## src/rtl/cbc_pkg.sv

```systemverilog
// Package for the colour blob centroid block: sizes, payload types and state codes.
`default_nettype none

package cbc_pkg;

    // Largest frame that the accumulators must cover without overflow.
    localparam int MAX_WIDTH  = 1024;
    localparam int MAX_HEIGHT = 1024;
    localparam int MATCH_CAP  = MAX_WIDTH * MAX_HEIGHT;

    localparam int CHAN_W   = 8;
    localparam int COORD_W  = 10;
    localparam int FACTOR_W = 4;
    localparam int PROD_W   = CHAN_W + FACTOR_W;
    localparam int CNT_W    = $clog2(MATCH_CAP + 1);
    localparam int SUM_W    = COORD_W + $clog2(MATCH_CAP);

    localparam logic [FACTOR_W-1:0] FACTOR_RESET = FACTOR_W'(5);

    // The mean of coordinates fits a coordinate, so the quotient has COORD_W bits.
    localparam int QUOT_W = COORD_W;
    localparam int DIV_W  = CNT_W + QUOT_W;
    localparam int STEP_W = $clog2(QUOT_W);

    localparam int Q_DEPTH = 2;
    localparam int Q_PTR_W = $clog2(Q_DEPTH);
    localparam int Q_CNT_W = $clog2(Q_DEPTH + 1);

    typedef struct packed {
        logic [SUM_W-1:0] col_sum;
        logic [SUM_W-1:0] row_sum;
        logic [CNT_W-1:0] count;
    } t_frame_sums;

    typedef enum logic [2:0] {
        ST_IDLE = 3'b001,
        ST_DIV  = 3'b010,
        ST_HOLD = 3'b100
    } t_back_state;

endpackage

`default_nettype wire

```

## src/rtl/cbc_queue.sv

```systemverilog
// Short queue of finished frame sums between the front end and the divider.
`default_nettype none

module cbc_queue
    import cbc_pkg::*;
(
    input  wire logic        i_clk,
    input  wire logic        i_rst_n,
    input  wire logic        i_push,
    input  wire t_frame_sums i_push_data,
    output logic             o_full,
    output logic             o_valid,
    input  wire logic        i_pop,
    output t_frame_sums      o_data
);

    t_frame_sums          r_mem [Q_DEPTH];
    logic [Q_PTR_W-1:0]   r_wr_ptr;
    logic [Q_PTR_W-1:0]   r_rd_ptr;
    logic [Q_CNT_W-1:0]   r_cnt;

    logic do_push;
    logic do_pop;

    assign o_full  = (r_cnt == Q_CNT_W'(Q_DEPTH));
    assign o_valid = (r_cnt != '0);
    assign o_data  = r_mem[r_rd_ptr];

    assign do_push = i_push && !o_full;
    assign do_pop  = i_pop && o_valid;

    always_ff @(posedge i_clk) begin
        if (do_push) begin
            r_mem[r_wr_ptr] <= i_push_data;
        end
    end

    always_ff @(posedge i_clk) begin
        if (!i_rst_n) begin
            r_wr_ptr <= '0;
            r_rd_ptr <= '0;
            r_cnt    <= '0;
        end else begin
            if (do_push) begin
                r_wr_ptr <= r_wr_ptr + Q_PTR_W'(1);
            end
            if (do_pop) begin
                r_rd_ptr <= r_rd_ptr + Q_PTR_W'(1);
            end
            case ({do_push, do_pop})
                2'b10:   r_cnt <= r_cnt + Q_CNT_W'(1);
                2'b01:   r_cnt <= r_cnt - Q_CNT_W'(1);
                default: r_cnt <= r_cnt;
            endcase
        end
    end

endmodule

`default_nettype wire

```

## config.mk

```make
export PLATFORM = sky130hd
export DESIGN_NAME = cbc_queue
export DESIGN_NICKNAME = d
export VERILOG_FILES = /design/src/rtl/cbc_pkg.sv /design/src/rtl/cbc_queue.sv
export SDC_FILE = /design/constraint.sdc
export NUM_CORES = 1
export LEC_CHECK = 0
export BUFFER_PORTS_ARGS = -buffer_cell sky130_fd_sc_hd__buf_2
export CAP_MARGIN = 15
export CORE_UTILIZATION = 38
export CTS_BUF_LIST = sky130_fd_sc_hd__clkbuf_8 sky130_fd_sc_hd__clkbuf_16
export CTS_CLUSTER_SIZE = 10
export DETAILED_ROUTE_END_ITERATION = 10
export GPL_TIMING_DRIVEN = 0
export PLACE_DENSITY_LB_ADDON = 0.08
export SYNTH_ARGS = -nofsm -noshare
export SYNTH_HDL_FRONTEND = slang
export SYNTH_SLANG_ARGS = --single-unit
```

## constraint.sdc

```tcl
create_clock -name i_clk -period 3.31 [get_ports i_clk]
set_clock_uncertainty 0.15 [all_clocks]
set_input_delay 0.4965 -clock i_clk [delete_from_list [all_inputs] [get_ports i_clk]]
set_output_delay 0.4965 -clock i_clk [all_outputs]
set_load 0.03 [all_outputs]
```

==> metrics.txt, run 1 <==
# TYPE chip_impl_metric gauge
chip_impl_info{name="run_status",value="complete, no violations"} 1
chip_impl_metric{name="register_area",unit="sq um"} 4965
chip_impl_metric{name="grtUsageTotal",unit=""} 0.1357
chip_impl_metric{name="number_of_global_route_vias_before_repair",unit=""} 3203
chip_impl_info{name="worst_hold_path_type",value="in -> reg"} 1
chip_impl_metric{name="synth_top_area_frac",unit=""} 0.8026
chip_impl_metric{name="leakagePower",unit="nW"} 2.918
chip_impl_metric{name="finalHoldViolations",unit=""} 0
chip_impl_metric{name="setup_viol_count_final",unit=""} 0
chip_impl_metric{name="met1_usage",unit=""} 0.1462
chip_impl_info{name="netlist.top_cell.by_area",value="edfxtp_1"} 1
chip_impl_metric{name="vdd_drop_max",unit="mV"} 0.3677
chip_impl_info{name="critPathMostFrequentCell",value="buf_2"} 1
chip_impl_metric{name="dr.pass1.iters",unit=""} 4
chip_impl_metric{name="final_area",unit="sq um"} 7786
chip_impl_metric{name="layout-drive-gt1-share",unit=""} 0.6096
chip_impl_metric{name="power_per_cell_area",unit="nW/um^2"} 857.0
chip_impl_metric{name="critical_path.n_buffers_inverters",unit=""} 3
chip_impl_metric{name="timing.final.max_slew_violations",unit=""} 0
chip_impl_info{name="synth_top_cells_by_area",value="edfxtp_1 (80%), mux2_2 (15%), dfxtp_1 (1.7%), buf_2 (0.74%), xnor2_1 (0.43%)"} 1
chip_impl_info{name="grt.busiest_layer",value="met2"} 1
chip_impl_metric{name="worst_path_required_time",unit="ns"} 2.66
chip_impl_metric{name="postSynthRegisterBits",unit=""} 167
chip_impl_metric{name="core_region_area",unit="sq um"} 15370
chip_impl_metric{name="initialDrtViolationCount",unit=""} 120
chip_impl_metric{name="post_drt_wl_per_cell",unit="um"} 15.50
chip_impl_info{name="ctsRootBufferMaster",value="clkbuf_16"} 1
chip_impl_info{name="start_kind",value="register"} 1
chip_impl_metric{name="fillers",unit=""} 1359
chip_impl_metric{name="rrSetupSlack",unit="ns"} 1.07
chip_impl_info{name="critical_path.slowest_cell",value="mux2_2"} 1
chip_impl_metric{name="timing.critical_path.arrival",unit="ns"} 1.85
chip_impl_metric{name="count_of_buffers_inserted_at_the_top_level_ports",unit=""} 167
chip_impl_metric{name="clock_path_buffers",unit=""} 2
chip_impl_metric{name="design.final.nets",unit=""} 552
chip_impl_info{name="worstHoldStart",value="i_push_data[80]"} 1
chip_impl_metric{name="synth_area_per_cell",unit="sq um"} 21.80
chip_impl_info{name="critical_path.reg2reg.startpoint",value="r_cnt[0]"} 1
chip_impl_metric{name="antenna_found_initial",unit=""} 1
chip_impl_metric{name="tightest_pin_transition",unit="ns"} 0.6180
chip_impl_metric{name="preCtsSetupSlack",unit="ns"} 0.9686
chip_impl_metric{name="chipWidth",unit="um"} 128.3
chip_impl_metric{name="timing.slew.headroom",unit=""} 0.5880
chip_impl_metric{name="detailed_place.area",unit="sq um"} 7223
chip_impl_metric{name="pin_count",unit=""} 168
chip_impl_metric{name="clkSlewWorstSetupHoldPaths",unit="ns"} 0.06
chip_impl_metric{name="wirelength",unit="mm"} 10.69
chip_impl_metric{name="cts.repair_timing.setup_buffer_count",unit=""} 0
chip_impl_metric{name="synthesis.area",unit="sq um"} 6061
chip_impl_metric{name="cts.repair.resized",unit=""} 0
chip_impl_metric{name="grt_pass1_wl",unit="mm"} 16.08
chip_impl_metric{name="floorplan.initialDensity",unit=""} 0.3943
chip_impl_metric{name="post-route-period-util",unit=""} 0.7530
chip_impl_metric{name="synthesis.instances",unit=""} 278
chip_impl_info{name="layout.cells.most_common_list",value="buf_2 (176), edfxtp_1 (162), mux2_2 (81)"} 1
chip_impl_metric{name="routabilityCongestion",unit=""} 0.6832
chip_impl_metric{name="routed_via_density",unit=""} 4.522
chip_impl_metric{name="cts.hold.buffers_added",unit=""} 0
chip_impl_metric{name="totalPowerFinal",unit="W"} 0.006673
chip_impl_metric{name="timing.critical_path.fanout_max",unit=""} 10
chip_impl_metric{name="route.vias.total",unit=""} 3120
chip_impl_metric{name="fmax",unit="MHz"} 401.2
chip_impl_info{name="critical_path.cell_chain",value="buf_2 -> buf_2 -> mux2_2 -> buf_2"} 1
chip_impl_metric{name="numClockSinks",unit=""} 167
chip_impl_metric{name="final.min_clock_period",unit="ns"} 2.492
chip_impl_info{name="worst_path_dominant_cell_family",value="buffers and inverters"} 1
chip_impl_metric{name="synth_seq_area_share",unit=""} 0.8192
chip_impl_metric{name="timing.critical_path.slowest_cell_delay",unit="ns"} 0.38
chip_impl_metric{name="detail_route.drc_violations",unit=""} 0
chip_impl_metric{name="core.rowCount",unit=""} 45
chip_impl_metric{name="worst_hold_check_slack",unit="ns"} 0.1159
chip_impl_info{name="final_common_cell",value="buf_2"} 1
chip_impl_info{name="rsz_0062_raised_after_global_routing",value="no"} 1
chip_impl_metric{name="grt.met3_usage",unit=""} 0.06052
chip_impl_metric{name="yosys_warnings",unit=""} 0
chip_impl_metric{name="area_delta_synth_final",unit="%"} 28.47
chip_impl_metric{name="cts_bufs_inserted",unit=""} 17
chip_impl_metric{name="die_h",unit="um"} 128.3
chip_impl_metric{name="gr-total-overflow",unit=""} 0
chip_impl_metric{name="postSynthNetCount",unit=""} 364
chip_impl_metric{name="grt.met2_usage",unit=""} 0.2258
chip_impl_metric{name="grt_start_max_net_pins",unit=""} 43
chip_impl_metric{name="place_hpwl",unit="mm"} 6.881
chip_impl_metric{name="finalCoreUtilization",unit=""} 0.5066
chip_impl_metric{name="synth_cell_types",unit=""} 18
chip_impl_metric{name="final.setup.worst_slack",unit="ns"} 0.8175
chip_impl_metric{name="design.die.area",unit="sq um"} 16460
chip_impl_metric{name="clk_latency",unit="ns"} 0.41
chip_impl_metric{name="multiInputGateArea",unit="sq um"} 1045
chip_impl_info{name="setup.worst_path.class",value="reg -> out"} 1
chip_impl_metric{name="ant_nets",unit=""} 0
chip_impl_info{name="critical_path_sink_type",value="primary output"} 1
chip_impl_info{name="tritoncts",value="yes"} 1
chip_impl_metric{name="h-tree-depth",unit=""} 4
chip_impl_metric{name="max-cap-violations",unit=""} 0
chip_impl_metric{name="insertedDiodeCount",unit=""} 0
layer usage:
layer	vias to the layer above	routed length (um)
met5	-	0
met4	0	192
met3	15	923
met2	101	5385
met1	1528	4194
li1	1476	-
power breakdown:
part / switching (W) / leakage [nW] / internal (W) / total [W]
logic: 0.00135 / 1.09 / 0.000735 / 0.00208
registers: 0.0000670 / 1.56 / 0.00267 / 0.00273
clock network: 0.000759 / 0.273 / 0.00110 / 0.00186
state kept, by name, indices dropped and copies added (netlist names), named ones only:
register,count
r_rd_ptr,1
r_wr_ptr,1
r_mem,162
r_cnt,2
cell usage after synthesis, drive strengths merged:
cell type,instances
dfxtp,5
and3,1
inv,3
a21boi,2
or3,2
and2,1
buf,9
xnor2,3
nand2,1
nor2b,2
mux2,81
or2,1
ha,1
o21ai,2
nand2b,1
edfxtp,162
o21a,1
area by class of cell:
cell class / instances / share of cell area
multi-input cells: 99 / 0.1342
inverters: 3 / 0.001768
plain buffers: 9 / 0.005785
flip-flops and latches: 167 / 0.6376
clock inverters: 15 / 0.01768
well taps: 211 / 0.03391
repair buffers: 169 / 0.1144
clock buffers: 17 / 0.05464
stage by stage:
stage	TNS (ns)	instances
final	0	690
after global routing	0	690
after CTS	0	690
after detailed placement	0	658
after global placement	-158.27	656
after floorplan	0	278
kinds of logic after synthesis:
logic type,share of synthesized area
fa+ha+maj,0.002064
mux,0.1505
simple gates,0.009291
buf+inv,0.009289
compound gates,0.005367
xor+xnor,0.004336
flops,0.8192
path summary, 6_finish.rpt:
check                                     to  cells after the start
worst min register to register      r_wr_ptr                      2
worst max register to register  r_mem[0][18]                      5
worst max-delay path               o_data[9]                      4
worst min-delay path            r_mem[0][80]                      1
No activity file was read; power rests on OpenSTA's default activity.
==> inputs of run 2 (changes only) <==
- clock period: 3.31 -> 2.1 ns (I/O delays scaled with it)
==> run 2 against run 1 <==
First-iteration DRC count increased by 14%; hold slack got worse by 0.086 ns; critical endpoint is now o_data[4]; non-clock buffer count rose by 85; critical path depth unchanged; utilization grew 9.1 points; sequential power increased by 59%; total power up 78%; final area rose by 18%; clock-buffer cell count is the same.
==> metrics.txt, run 2 (synthesized netlist as in run 1, its figures left out) <==
# TYPE chip_impl_metric gauge
chip_impl_metric{name="routabilityCongestion",unit=""} 0.6903
chip_impl_metric{name="area_delta_synth_final",unit="%"} 51.67
chip_impl_info{name="worst_path_dominant_cell_family",value="buffers and inverters"} 1
chip_impl_metric{name="timing.critical_path.slowest_cell_delay",unit="ns"} 0.37
chip_impl_metric{name="hold_path_depth",unit=""} 2
chip_impl_metric{name="max-cap-violations",unit=""} 0
chip_impl_metric{name="core_region_area",unit="sq um"} 15370
chip_impl_metric{name="h-tree-depth",unit=""} 4
chip_impl_metric{name="vdd_drop_max",unit="mV"} 0.5951
chip_impl_metric{name="routed_via_density",unit=""} 4.436
chip_impl_metric{name="setup_viol_count_final",unit=""} 0
chip_impl_info{name="tritoncts",value="yes"} 1
chip_impl_info{name="worst_hold_path_type",value="in -> reg"} 1
chip_impl_metric{name="initialDrtViolationCount",unit=""} 137
chip_impl_metric{name="count_of_buffers_inserted_at_the_top_level_ports",unit=""} 167
chip_impl_metric{name="timing.critical_path.arrival",unit="ns"} 1.60
chip_impl_info{name="worstHoldStart",value="i_rst_n"} 1
chip_impl_metric{name="preCtsSetupSlack",unit="ns"} -0.09919
chip_impl_metric{name="number_of_global_route_vias_before_repair",unit=""} 3638
chip_impl_metric{name="timing.slew.headroom",unit=""} 0.6504
chip_impl_metric{name="die_h",unit="um"} 128.3
chip_impl_metric{name="clkSlewWorstSetupHoldPaths",unit="ns"} 0.06
chip_impl_metric{name="fmax",unit="MHz"} 484.2
chip_impl_metric{name="route.vias.total",unit=""} 3438
chip_impl_metric{name="largest_reg_flops",unit=""} 162
chip_impl_metric{name="reg2reg_depth",unit=""} 6
chip_impl_metric{name="finalHoldViolations",unit=""} 0
chip_impl_metric{name="combPwrFrac",unit=""} 0.356
chip_impl_metric{name="place_hpwl",unit="mm"} 7.053
chip_impl_metric{name="post_drt_wl_per_cell",unit="um"} 15.08
chip_impl_info{name="critical_path_sink_type",value="primary output"} 1
chip_impl_metric{name="wirelength",unit="mm"} 11.68
chip_impl_metric{name="post-route-period-util",unit=""} 0.9834
chip_impl_metric{name="numClockSinks",unit=""} 167
chip_impl_metric{name="final.min_clock_period",unit="ns"} 2.065
chip_impl_metric{name="grt_start_max_net_pins",unit=""} 50
chip_impl_metric{name="power_switching",unit="W"} 0.003623
chip_impl_info{name="top_register",value="r_mem"} 1
chip_impl_metric{name="register_area",unit="sq um"} 4970
chip_impl_metric{name="antenna_found_initial",unit=""} 0
chip_impl_metric{name="timing.final.max_slew_violations",unit=""} 0
chip_impl_metric{name="power_frac_clock",unit=""} 0.279
chip_impl_metric{name="critical_path.n_buffers_inverters",unit=""} 3
chip_impl_info{name="critical_path.slowest_cell",value="dfxtp_4"} 1
chip_impl_metric{name="sequentialPowerShare",unit=""} 0.365
chip_impl_metric{name="grtUsageTotal",unit=""} 0.1462
chip_impl_metric{name="leakagePower",unit="nW"} 3.465
chip_impl_info{name="hold_end",value="r_cnt[0]"} 1
chip_impl_metric{name="internal-power",unit="W"} 0.008245
chip_impl_metric{name="design.final.nets",unit=""} 637
chip_impl_metric{name="pin_count",unit=""} 168
chip_impl_metric{name="detail_route.drc_violations",unit=""} 0
chip_impl_info{name="run_status",value="complete, no violations"} 1
chip_impl_info{name="critical_path.reg2reg.startpoint",value="r_cnt[0]"} 1
chip_impl_metric{name="grt_pass1_wl",unit="mm"} 17.65
chip_impl_info{name="top_regs",value="r_mem (162), r_cnt (2)"} 1
chip_impl_metric{name="gr-total-overflow",unit=""} 0
chip_impl_metric{name="insertedDiodeCount",unit=""} 0
chip_impl_metric{name="worst_path_required_time",unit="ns"} 1.63
chip_impl_metric{name="clock_path_buffers",unit=""} 2
chip_impl_info{name="start_kind",value="register"} 1
chip_impl_metric{name="floorplan.initialDensity",unit=""} 0.3943
chip_impl_metric{name="layout-drive-gt1-share",unit=""} 0.5319
chip_impl_metric{name="fillers",unit=""} 1198
chip_impl_metric{name="rrSetupSlack",unit="ns"} 0.12
chip_impl_metric{name="ant_nets",unit=""} 0
chip_impl_metric{name="core.rowCount",unit=""} 45
chip_impl_metric{name="power.switching_fraction",unit=""} 0.3053
chip_impl_metric{name="clk_latency",unit="ns"} 0.42
chip_impl_info{name="setup.worst_path.class",value="reg -> out"} 1
chip_impl_metric{name="finalCoreUtilization",unit=""} 0.5980
chip_impl_metric{name="cts_bufs_inserted",unit=""} 17
chip_impl_info{name="ctsRootBufferMaster",value="clkbuf_16"} 1
chip_impl_metric{name="final.setup.worst_slack",unit="ns"} 0.03492
chip_impl_metric{name="chipWidth",unit="um"} 128.3
chip_impl_metric{name="multiInputGateArea",unit="sq um"} 1074
chip_impl_metric{name="final_sum_of_negative_setup_slack",unit="ns"} 0
chip_impl_metric{name="tightest_pin_transition",unit="ns"} 0.5245
chip_impl_metric{name="dr.pass1.iters",unit=""} 4
chip_impl_info{name="final_common_cell",value="edfxtp_1"} 1
chip_impl_info{name="rsz_0062_raised_after_global_routing",value="yes"} 1
chip_impl_metric{name="power_per_cell_area",unit="nW/um^2"} 1291
chip_impl_info{name="layout.cells.most_common_list",value="edfxtp_1 (162), buf_2 (113), dlygate4sd3_1 (81)"} 1
chip_impl_info{name="endpoint_of_the_most_critical_register_to_register_path",value="r_mem[0][4]"} 1
chip_impl_metric{name="design.die.area",unit="sq um"} 16460
chip_impl_metric{name="timing.critical_path.fanout_max",unit=""} 10
chip_impl_info{name="critical_path.cell_chain",value="clkbuf_16 -> buf_8 -> mux2_2 -> buf_4"} 1
==> run 2: cell count changes in the layout (fill, tap and decap cells not counted), sizes merged <==
cell / before / now
dlygate4sd3: 0 / 81
buf: 178 / 180
inv: 7 / 4
bufinv: 2 / 5
clkinv: 5 / 6
clkinvlp: 4 / 3
clkbuf: 17 / 19
==> run 2: final cells by class <==
cell class	instances	share of cell area
inverter	3	0.002178
clock buffer	17	0.04628
clock inverter	15	0.02273
tap	211	0.02872
buffer	9	0.01851
timing repair buffer	254	0.2242
sequential	167	0.5406
multi-input combinational	99	0.1168
==> run 2: worst max path at each step <==
stage	endpoint	cells after the start	slack (ns)	startpoint
2_1_floorplan	r_mem[0][0]	4	-0.31	r_cnt[0]
3_3_place_gp	r_mem[0][19]	4	-1.11	r_cnt[0]
3_5_place_dp	r_mem[0][13]	6	-0.1	r_cnt[0]
4_1_cts	o_data[76]	4	-0.05	register
5_1_grt	o_data[4]	4	-0.04	register
6_report	o_data[4]	4	0.03	register
==> run 2: worst reg2reg max path, cell delays in order, from the launching register on <==
cell and delay (ns):
dfxtp_2 0.37, nand2b_4 0.17, inv_6 0.03, or3_4 0.34
clkinvlp_4 0.10, buf_12 0.21, buf_12 0.27
==> run 2: power by group through the flow <==
stage	clock, W	sequential, W	combinational [W]
detailed placement	0	0.00438	0.00337
floorplan	0	0.00437	0.00242
global placement	0	0.00440	0.00330
CTS	0.00339	0.00432	0.00358
global route	0.00353	0.00438	0.00446
finish	0.00331	0.00433	0.00423
==> run 2: timing repair <==
item	in CTS	in global routing
hold buffers	81	0
endpoints found under the hold margin	162	0
resized for setup	12	178
endpoints found under the setup margin	119	80
setup buffers	1	0
gates cloned	0	2
==> run 2: routing by layer <==
metal	up-vias	track usage	routed length (um)
met5	-	0	0
met4	0	0.06228	165
li1	1646	-	-
met3	13	0.05509	769
met2	108	0.2471	5804
met1	1671	0.1655	4945
==> run 2: stage by stage <==
stage,hold WS [ns],instances,power (W),instance area [sq um]
after floorplan,0.2639,278,0.006797,6082
after global placement,0.3204,656,0.007701,7182
after detailed placement,0.3460,659,0.007757,7253
after CTS,0.007200,773,0.01128,8740
after global routing,0.02138,775,0.01237,9193
final,0.02979,775,0.01187,9193
